File: src/rtl/lpm_pkg.sv
// Shared types and constants for the longest-prefix-match lookup block.
`timescale 1ns / 1ps

package lpm_pkg;

    // Defaults for the top-level parameters
    localparam int DEF_TABLE_DEPTH = 16;
    localparam int DEF_PORT_COUNT  = 4;

    // Fixed field widths
    localparam int ADDR_W = 32;
    localparam int SLOT_W = 4;
    localparam int PORT_W = 2;

    // Transaction command codes
    typedef enum logic {
        CMD_WRITE  = 1'b0,
        CMD_LOOKUP = 1'b1
    } lpm_cmd_t;

    // Input transaction
    typedef struct packed {
        lpm_cmd_t          cmd;
        logic [SLOT_W-1:0] slot;
        logic [ADDR_W-1:0] entry_prefix;
        logic [ADDR_W-1:0] entry_netmask;
        logic [PORT_W-1:0] entry_port;
        logic              entry_enable;
        logic [ADDR_W-1:0] lookup_addr;
    } lpm_in_t;

    // Result transaction
    typedef struct packed {
        logic              hit;
        logic [PORT_W-1:0] out_port;
        logic [SLOT_W-1:0] match_slot;
        logic [ADDR_W-1:0] match_netmask;
    } lpm_out_t;

    // One match candidate; all fields are zero when found is low
    typedef struct packed {
        logic              found;
        logic [ADDR_W-1:0] mask;
        logic [PORT_W-1:0] port;
        logic [SLOT_W-1:0] slot;
    } lpm_cand_t;

endpackage

File: src/rtl/lpm_table.sv
// Route table storage, slot writes and per-entry match compare.
`timescale 1ns / 1ps

module lpm_table #(
    parameter int TABLE_DEPTH = lpm_pkg::DEF_TABLE_DEPTH,
    parameter int PORT_COUNT  = lpm_pkg::DEF_PORT_COUNT,
    parameter int LEAVES      = 2
) (
    input  logic                             clk,
    input  logic                             rst_n,
    input  logic                             advance,
    input  logic                             valid_in,
    input  lpm_pkg::lpm_in_t                 data_in,
    output logic                             valid_out,
    output lpm_pkg::lpm_cand_t [LEAVES-1:0]  cand_out
);
    import lpm_pkg::*;

    localparam int IDX_W = (TABLE_DEPTH > 1) ? $clog2(TABLE_DEPTH) : 1;

    logic [ADDR_W-1:0] route_prefix  [TABLE_DEPTH];
    logic [ADDR_W-1:0] route_netmask [TABLE_DEPTH];
    logic [PORT_W-1:0] route_port    [TABLE_DEPTH];
    logic [TABLE_DEPTH-1:0] route_valid_reg;

    logic              wr_en;
    logic              wr_load;
    logic [IDX_W-1:0]  wr_idx;
    logic              is_lookup;

    lpm_cand_t [LEAVES-1:0] leaf_next;
    lpm_cand_t [LEAVES-1:0] leaf_reg;
    logic                   valid_reg;

    // Decode the write transaction held in this stage
    always_comb
    begin
        is_lookup = (data_in.cmd == CMD_LOOKUP);
        wr_en     = advance && valid_in && !is_lookup
                    && (32'(data_in.slot) < TABLE_DEPTH);
        wr_load   = data_in.entry_enable && (32'(data_in.entry_port) < PORT_COUNT);
        wr_idx    = IDX_W'(data_in.slot);
    end

    // Load entry payload
    always_ff @(posedge clk)
    begin
        if (wr_en && wr_load)
        begin
            route_prefix[wr_idx]  <= data_in.entry_prefix;
            route_netmask[wr_idx] <= data_in.entry_netmask;
            route_port[wr_idx]    <= data_in.entry_port;
        end
    end

    // Set or drop the valid bit of the written slot
    always_ff @(posedge clk or negedge rst_n)
    begin
        if (!rst_n)
        begin
            route_valid_reg <= '0;
        end
        else if (wr_en)
        begin
            route_valid_reg[wr_idx] <= wr_load;
        end
    end

    // Compare the lookup address against every entry
    always_comb
    begin
        for (int i = 0; i < LEAVES; i++)
        begin
            leaf_next[i] = '0;
            if (i < TABLE_DEPTH)
            begin
                if (is_lookup && route_valid_reg[i]
                    && (((data_in.lookup_addr ^ route_prefix[i]) & route_netmask[i]) == '0))
                begin
                    leaf_next[i].found = 1'b1;
                    leaf_next[i].mask  = route_netmask[i];
                    leaf_next[i].port  = route_port[i];
                    leaf_next[i].slot  = SLOT_W'(i);
                end
            end
        end
    end

    // Advance the candidate stage
    always_ff @(posedge clk or negedge rst_n)
    begin
        if (!rst_n)
        begin
            valid_reg <= 1'b0;
        end
        else if (advance)
        begin
            valid_reg <= valid_in && is_lookup;
        end
    end

    always_ff @(posedge clk)
    begin
        if (advance)
        begin
            leaf_reg <= leaf_next;
        end
    end

    assign valid_out = valid_reg;
    assign cand_out  = leaf_reg;

endmodule

File: src/rtl/lpm_merge.sv
// One registered level of the best-match reduction tree.
`timescale 1ns / 1ps

module lpm_merge #(
    parameter int N_IN = 2
) (
    input  logic                              clk,
    input  logic                              rst_n,
    input  logic                              advance,
    input  logic                              valid_in,
    input  lpm_pkg::lpm_cand_t [N_IN-1:0]     cand_in,
    output logic                              valid_out,
    output lpm_pkg::lpm_cand_t [N_IN/2-1:0]   cand_out
);
    import lpm_pkg::*;

    localparam int N_OUT = N_IN / 2;

    lpm_cand_t [N_OUT-1:0] node_next;
    lpm_cand_t [N_OUT-1:0] node_reg;
    logic                  valid_reg;

    // Pick the greater mask; the lower slot wins a tie
    always_comb
    begin
        for (int i = 0; i < N_OUT; i++)
        begin
            if (cand_in[2*i].found
                && (!cand_in[2*i+1].found || (cand_in[2*i].mask >= cand_in[2*i+1].mask)))
            begin
                node_next[i] = cand_in[2*i];
            end
            else
            begin
                node_next[i] = cand_in[2*i+1];
            end
        end
    end

    // Advance the level
    always_ff @(posedge clk or negedge rst_n)
    begin
        if (!rst_n)
        begin
            valid_reg <= 1'b0;
        end
        else if (advance)
        begin
            valid_reg <= valid_in;
        end
    end

    always_ff @(posedge clk)
    begin
        if (advance)
        begin
            node_reg <= node_next;
        end
    end

    assign valid_out = valid_reg;
    assign cand_out  = node_reg;

endmodule

File: src/rtl/longest_prefix_match_lookup.sv
// Top level of the IPv4 longest-prefix-match lookup pipeline.
// Throughput: one transaction per cycle; the whole pipeline holds while the
// output register waits on out_ready.
// Writes take effect in the compare stage, so lookups see all earlier writes.
// Reset clears every route valid bit and all pipeline valid bits.
`timescale 1ns / 1ps

module longest_prefix_match_lookup #(
    parameter int TABLE_DEPTH = lpm_pkg::DEF_TABLE_DEPTH,
    parameter int PORT_COUNT  = lpm_pkg::DEF_PORT_COUNT
) (
    input  logic              clk,
    input  logic              rst_n,
    input  logic              in_valid,
    output logic              in_ready,
    input  lpm_pkg::lpm_in_t  in_data,
    output logic              out_valid,
    input  logic              out_ready,
    output lpm_pkg::lpm_out_t out_data
);
    import lpm_pkg::*;

    localparam int LEVELS = (TABLE_DEPTH > 2) ? $clog2(TABLE_DEPTH) : 1;
    localparam int LEAVES = 1 << LEVELS;

    logic                                advance;
    logic                                s1_valid_reg;
    lpm_in_t                             s1_data_reg;
    logic      [LEVELS:0]                vld;
    lpm_cand_t [LEVELS:0][LEAVES-1:0]    lvl;
    lpm_cand_t                           root;

    // Move every stage together unless the result is held
    assign advance  = !vld[LEVELS] || out_ready;
    assign in_ready = advance;

    // Input stage
    always_ff @(posedge clk or negedge rst_n)
    begin
        if (!rst_n)
        begin
            s1_valid_reg <= 1'b0;
        end
        else if (advance)
        begin
            s1_valid_reg <= in_valid;
        end
    end

    always_ff @(posedge clk)
    begin
        if (advance && in_valid)
        begin
            s1_data_reg <= in_data;
        end
    end

    // Table writes and per-entry compare
    lpm_table #(
        .TABLE_DEPTH (TABLE_DEPTH),
        .PORT_COUNT  (PORT_COUNT),
        .LEAVES      (LEAVES)
    ) u_table (
        .clk       (clk),
        .rst_n     (rst_n),
        .advance   (advance),
        .valid_in  (s1_valid_reg),
        .data_in   (s1_data_reg),
        .valid_out (vld[0]),
        .cand_out  (lvl[0])
    );

    // Reduction tree, one register level per stage
    for (genvar k = 0; k < LEVELS; k++)
    begin : g_level
        lpm_merge #(
            .N_IN (LEAVES >> k)
        ) u_merge (
            .clk       (clk),
            .rst_n     (rst_n),
            .advance   (advance),
            .valid_in  (vld[k]),
            .cand_in   (lvl[k][(LEAVES >> k)-1:0]),
            .valid_out (vld[k+1]),
            .cand_out  (lvl[k+1][(LEAVES >> (k+1))-1:0])
        );

        for (genvar j = (LEAVES >> (k+1)); j < LEAVES; j++)
        begin : g_tie
            assign lvl[k+1][j] = '0;
        end
    end

    // Drive the result; a miss leaves every field zero
    assign root                   = lvl[LEVELS][0];
    assign out_valid              = vld[LEVELS];
    assign out_data.hit           = root.found;
    assign out_data.out_port      = root.port;
    assign out_data.match_slot    = root.slot;
    assign out_data.match_netmask = root.mask;

endmodule
File: config.mk
export PLATFORM = sky130hd
export DESIGN_NAME = longest_prefix_match_lookup
export DESIGN_NICKNAME = d
export VERILOG_FILES = /design/src/rtl/lpm_pkg.sv /design/src/rtl/lpm_table.sv /design/src/rtl/lpm_merge.sv /design/src/rtl/longest_prefix_match_lookup.sv
export SDC_FILE = /design/constraint.sdc
export NUM_CORES = 2
export LEC_CHECK = 0
export BUFFER_PORTS_ARGS = -buffer_cell sky130_fd_sc_hd__buf_2
export CORE_MARGIN = 10
export CORE_UTILIZATION = 40
export DETAILED_ROUTE_END_ITERATION = 10
export PLACE_DENSITY = 0.67
export SLEW_MARGIN = 40
export SYNTH_ARGS = -nofsm -noshare
export SYNTH_HDL_FRONTEND = slang
export SYNTH_SLANG_ARGS = --single-unit
File: constraint.sdc
create_clock -name clk -period 82.2 [get_ports clk]
set_input_delay 0 -clock clk [delete_from_list [all_inputs] [get_ports clk]]
set_output_delay 0 -clock clk [all_outputs]
set_load 0.005 [all_outputs]
Yosys cells after proc, flatten, opt, wreduce, memory -nomap -nowiden
Memory sizes are Yosys's and may differ from the RTL's. Index checks and enable logic that the tools add are counted. Widths: inputs -> output; s select.

Output and inout port bits: 41. Bits of input ports: 108. Logic and storage cells: 328. Bits in writable memories: 1056. Bits in registers: 1335. Bits in latches: 0. Memories: 3. ROM bits: 0.

Memories: u_table.route_netmask (depth 16, width 32, rd ports 16, clocked after memory_dff 0, wr ports 1, RTL line lpm_table.sv:22) `logic [ADDR_W-1:0] route_netmask [TABLE_DEPTH];`; u_table.route_prefix (depth 16, width 32, rd ports 16, clocked after memory_dff 0, wr ports 1, RTL line lpm_table.sv:21) `logic [ADDR_W-1:0] route_prefix [TABLE_DEPTH];`; u_table.route_port (depth 16, width 2, rd ports 16, clocked after memory_dff 0, wr ports 1, RTL line lpm_table.sv:23) `logic [PORT_W-1:0] route_port [TABLE_DEPTH];`.

Equality and inequality tests: 0. $lt $le $gt $ge: 17. Shift operators: 0. Multipliers: 0. Divide/modulo/power cells: 0. Multiplexer cells: 36. Bitwise gates (word level): 32. Reductions and logical operators: 102. Add/subtract/negate cells: 0.

Operator list (number): $mux 39 (31); $and 32x32->32 (16); $logic_not 32->1 (16); $xor 32x32->32 (16); $ge 32x32->1 (15); $logic_and 1x1->1 (53); $logic_not 1->1 (17); $bwmux 16 (1); $logic_or 1x1->1 (16); $lt 4x5->1 const B (1); $demux 1 s4 (1); $ge 4x1->1 const B (1); $mux 1 (3).

Logic depth before layout (Yosys ltp)
Depth after elaboration: 7. Gate-level depth with buffers: 10. Depth with buffers taken out: 8.

Modules after synthesis
A second synthesis with hierarchy kept.

Cell total of the unflattened synthesis: 6990. Area, all modules: 106509.7 sq um.

By module, submodules not included: lpm_table (cells each 3963, area each 65997.0 sq um, times used 1); lpm_merge (g_level[0].u_merge) (cells each 1555, area each 19862.8 sq um, times used 1); lpm_merge (g_level[1].u_merge) (cells each 777, area each 9924.5 sq um, times used 1); lpm_merge (g_level[2].u_merge) (cells each 390, area each 5026.1 sq um, times used 1); longest_prefix_match_lookup (cells each 108, area each 3184.3 sq um, times used 1); lpm_merge (g_level[3].u_merge) (cells each 197, area each 2514.9 sq um, times used 1).

Worst setup path after synthesis
No wires, ideal clock.

Path kind: register -> register. From: register g_level[3].u_merge.valid_reg. To: memory u_table.route_netmask[7][0], enable pin. Stages on the path, launching flop included: 7. Slack: 45.279 ns. Data required time: 81.709 ns. Data arrival time: 36.430 ns. Period minus slack after synthesis: 36.921 ns. Path through: dfrtp_1 nand2b_1 clkbuf_1 and3b_1 nand3b_1 clkbuf_1 nor2_1.

Cells in the longest elaborated chain, start to end: 7.

RTL lines: start, declared (RTL line lpm_merge.sv:21) `logic valid_reg;`; start signal, assigned (RTL line lpm_merge.sv:49) `valid_reg <= valid_in;`; $logic_not 1->1 (RTL line longest_prefix_match_lookup.sv:34) `assign advance = !vld[LEVELS] || out_ready;`; $logic_or 1x1->1 (RTL line longest_prefix_match_lookup.sv:34); named net in_ready (RTL line longest_prefix_match_lookup.sv:15) `output logic in_ready,`; $logic_and 1x1->1 (2 in series) (RTL line lpm_table.sv:39) `wr_en = advance && valid_in && !is_lookup`; $logic_and 1x1->1 (RTL line lpm_table.sv:48) `if (wr_en && wr_load)`; $mux 1 (RTL line lpm_table.sv:48); $mux 1 (implied by the code) (RTL line lpm_table.sv:51) `route_netmask[wr_idx] <= data_in.entry_netmask;`; end, declared (RTL line lpm_table.sv:22).

The timed path passes the listed nets, and every way through them passes these cells.

Final worst setup path
From: register g_level[3].u_merge.valid_reg. To: register g_level[0].u_merge.node_reg (netlist bit g_level[0].u_merge.cand_out[209]), enable pin.

Cells in the longest elaborated chain, start to end: 2.

RTL lines: $logic_not 1->1 (RTL line longest_prefix_match_lookup.sv:34); $logic_or 1x1->1 (RTL line longest_prefix_match_lookup.sv:34); end signal, assigned (RTL line lpm_merge.sv:57) `node_reg <= node_next;`; end, declared (RTL line lpm_merge.sv:20) `lpm_cand_t [N_OUT-1:0] node_reg;`.

No other way between the ends. A chain may end at the register's enable or synchronous reset.

==> results by group <==
Status
  • Status: completed

Global route
  • Layer with the highest usage: met2
  • Aggregate global routing overflow: 0
  • Initial antenna violation count: 52
  • Overall Global Routing Usage: 22.0%
  • Via count of the first global-routing pass: about 56000
  • Met1 Track Usage GR: between 30% and 40%
  • First-pass GRT wire length: ~420000 microns
  • Met3 Usage GRT: under 10%
  • Pin count of the biggest net entering global routing: roughly 170
  • Met2 Use GR: 32.7%

Floorplan
  • I/O pin count: about 150
  • Starting Density: between 40% and 50%
  • Placeable Area: 0.248 sq mm
  • Cell Rows: roughly 180
  • Die Wd: 519 microns
  • Die H: around 520 microns
  • Die area: 0.269 sq mm

Clock tree
  • Clk_lat worst skew: 910 ps
  • H-Tree Depth: 4
  • CTS sink count: 2293
  • Root buffer cell: clkbuf_16
  • CTS tree: done
  • Clk buf depth: 3
  • Total CTS buffers: about 230
  • Clk pin slew, worst setup/hold paths: 80 ps

Drt
  • DRC Markers: 0
  • Post-Route WL: 306000 microns
  • DRT antenna net count: 0
  • Drt pass-1 iters: 7
  • DR vias/cell: 5.39
  • Avg WL per Cell: about 28 microns
  • Routed vias: ~58000
  • Initial DRC count: around 8300

Synth
  • Cell count after synthesis: 6697
  • Ys flop type: edfxtp_1
  • Synth Cell Area: between 0.09 and 0.1 sq mm
  • Post-synthesis sequential area ratio: between 60 and 70%
  • Synth unique cells: between 50 and 60
  • Register bit total from synthesis: around 2300
  • Post-synth net total: 7285
  • Post-synthesis average cell area: between 10 and 15 sq um
  • Number of synthesized flops with an enable pin: about 2300
  • Yosys warnings: 0
  • Async SR Flop Fraction: less than 1%

Setup path
  • Worst path max stage delay: 670 ps
  • WP data required: 82680 ps
  • Critical Setup Path Class: reg2reg
  • Crit-path max FO: 79
  • Critical path endpoint category: flip-flop
  • Worst path bufs/invs: 4
  • Critical Path Source Type: flip-flop
  • Crit-path slowest cell: buf_6
  • Crit path cell chain: nand2b_4, buf_6, buf_6, buf_6, buf_6
  • Top cell family by delay on the critical path: buffers and inverters
  • CP most frequent cell: buf_6
  • WP data arrival: between 4000 and 5000 ps

Placed design
  • Routability cong.: approximately 0.94
  • Post-DP HPWL: 203000 microns
  • Pre-CTS setup slack: about 78000 ps
  • # port buffers: ~150

Power
  • Cell Pwr Density: about 33 mW/mm^2
  • P_leak: between 40 and 50 nW
  • Worst vdd rail ir drop: between 0.02 and 0.025 mV
  • Total power: around 3.8 mW

Timing
  • Setup ws final: between 70000 and 80000 ps
  • Least-Margin Pin Slew: approximately 980 ps
  • Hold Vio Cnt, Final: 0
  • RSZ-0062 raised after global routing: false
  • Setup TNS: 0 ps
  • Max_slew headroom: between 30% and 40%
  • Final min period: between 4000 and 5000 ps
  • Fmax: 0.240 GHz
  • Finish-stage setup viols: 0
  • Max-slew violations: 0
  • Setup Skew: ~95 ps
  • Final hold slack: 230 ps
  • Fin crit share: 5.07%

Cells and area
  • Max FFs per register: 560
  • Fraction of layout cells with a size suffix above 1: between 15 and 20%
  • Finished Core Util: between 40 and 50%
  • Final #Nets: around 7900
  • Layout Area Growth over Synthesis: 15.2%

Min path
  • Hold Path Class: in2async

Run
  • Maxcap violations: 0
routing by layer:
metal  wire (microns)  vias up
li1                 -    25300
met1           124000    29100
met2           131000     3417
met3            34300      597
met4            17000        0
met5                0        -
worst reg2reg max path: stages, from the launching register on:
cell and delay [ps]:
dfrtp_1 430, nand2b_4 580, buf_6 630, buf_6 700
buf_6 700, buf_6 690
final timing paths:
path,slack [ps],startpoint,endpoint,cells past startpoint
setup reg to reg,78030,g_level[3].u_merge.valid_out$_DFFE_PN0N_,g_level[0].u_merge.cand_out[209]$_DFFE_PN_,5
hold / removal,230,rst_n,s1_valid_reg$_DFFE_PN0N_,4
setup / recovery,78030,g_level[3].u_merge.valid_out$_DFFE_PN0N_,g_level[0].u_merge.cand_out[209]$_DFFE_PN_,5
max in group asynchronous,81750,rst_n,u_table.route_valid_reg[10]$_DFFE_PN0P_,4
hold reg to reg,490,g_level[2].u_merge.valid_out$_DFFE_PN0N_,g_level[3].u_merge.valid_out$_DFFE_PN0N_,1
min in group clk,290,in_valid,s1_data_reg[102]$_DFFE_PP_,3
placed cells by master (no fill, tap or decap), types with 135 or more instances in the layout:
cell type	Yosys	final
a21oi_1	137	135
xor2_1	304	304
nor2_1	579	563
dlygate4sd3_1	0	213
mux2_2	489	489
inv_1	1068	1068
xnor2_1	208	208
clkbuf_16	0	228
edfxtp_1	2271	2271
buf_2	108	148
ha_1	480	480
synthesized netlist by cell type (13+ instances only):
| master | number | share of area (%) |
|---|---|---|
| a211o_1 | 14 | 0.12 |
| a211oi_1 | 16 | 0.12 |
| a21boi_0 | 13 | 0.098 |
| a21o_1 | 28 | 0.21 |
| a21oi_1 | 137 | 0.69 |
| a221oi_1 | 112 | 0.99 |
| a222oi_1 | 16 | 0.16 |
| a22oi_1 | 33 | 0.25 |
| a31oi_1 | 26 | 0.16 |
| and2_1 | 18 | 0.11 |
| and3_1 | 13 | 0.082 |
| buf_2 | 108 | 0.54 |
| buf_4 | 19 | 0.14 |
| buf_6 | 43 | 0.49 |
| clkbuf_1 | 13 | 0.049 |
| dfrtp_1 | 22 | 0.55 |
| edfxtp_1 | 2271 | 69 |
| ha_1 | 480 | 6.0 |
| inv_1 | 1068 | 4.0 |
| mux2_1 | 16 | 0.18 |
| mux2_2 | 489 | 5.5 |
| mux2_4 | 20 | 0.30 |
| nand2_1 | 56 | 0.21 |
| nand2b_1 | 49 | 0.31 |
| nand3_1 | 62 | 0.31 |
| nand4_1 | 103 | 0.65 |
| nor2_1 | 579 | 2.2 |
| nor2b_1 | 14 | 0.088 |
| nor3_1 | 16 | 0.080 |
| o2111ai_1 | 30 | 0.26 |
| o21ai_0 | 90 | 0.45 |
| o22ai_1 | 109 | 0.69 |
| o311a_1 | 13 | 0.13 |
| or2_2 | 14 | 0.088 |
| or3_1 | 30 | 0.19 |
| xnor2_1 | 208 | 1.8 |
| xor2_1 | 304 | 2.7 |
final cells by class:
cell class	count	area (sq um)
Antenna cell	18	45.0
Clock buffer	265	5840
Clock inverter	156	1470
Fill cell	21300	134000
Inverter	1068	4010
Multi-Input combinational cell	3153	25800
Sequential cell	2293	68700
Tap cell	3330	4170
Timing Repair Buffer	539	4560
where the power goes:
| group | internal, mW | total (mW) | switching, mW |
|---|---|---|---|
| clock | 0.575 | 1.02 | 0.450 |
| combinational | 0.392 | 0.950 | 0.558 |
| sequential | 1.59 | 1.78 | 0.191 |
| total | 2.56 | 3.76 | 1.20 |
metrics by stage:
| stage | instance area [sq um] | std cells |
|---|---|---|
| floorplan | 99500 | 6697 |
| global placement | 105000 | 10100 |
| detailed placement | 105000 | 10200 |
| CTS | 114000 | 10800 |
| global route | 115000 | 10800 |
| finish | 115000 | 10800 |
timing repair:
| action | in CTS | in global routing |
|---|---|---|
| resized for setup | 0 | 0 |
| hold buffers | 214 | 0 |
| setup buffers | 0 | 0 |
| endpoints found under the hold margin | 170 | 0 |
kinds of logic (layout without fill, tap and decap cells):
family / after synthesis / in the layout / share of synthesized area, %
flip-flops: 2293 / 2293 / 69.1
buffers and inverters: 1251 / 2028 / 5.25
AND/OR/NAND/NOR: 964 / 964 / 4.39
AO/OA/AOI/OAI: 672 / 672 / 4.73
multiplexers: 525 / 525 / 6.02
XOR/XNOR: 512 / 512 / 4.51
adder cells (fa/ha/maj): 480 / 480 / 6.03
other: 0 / 18 / 0
No activity file was read; power rests on OpenSTA's default activity.
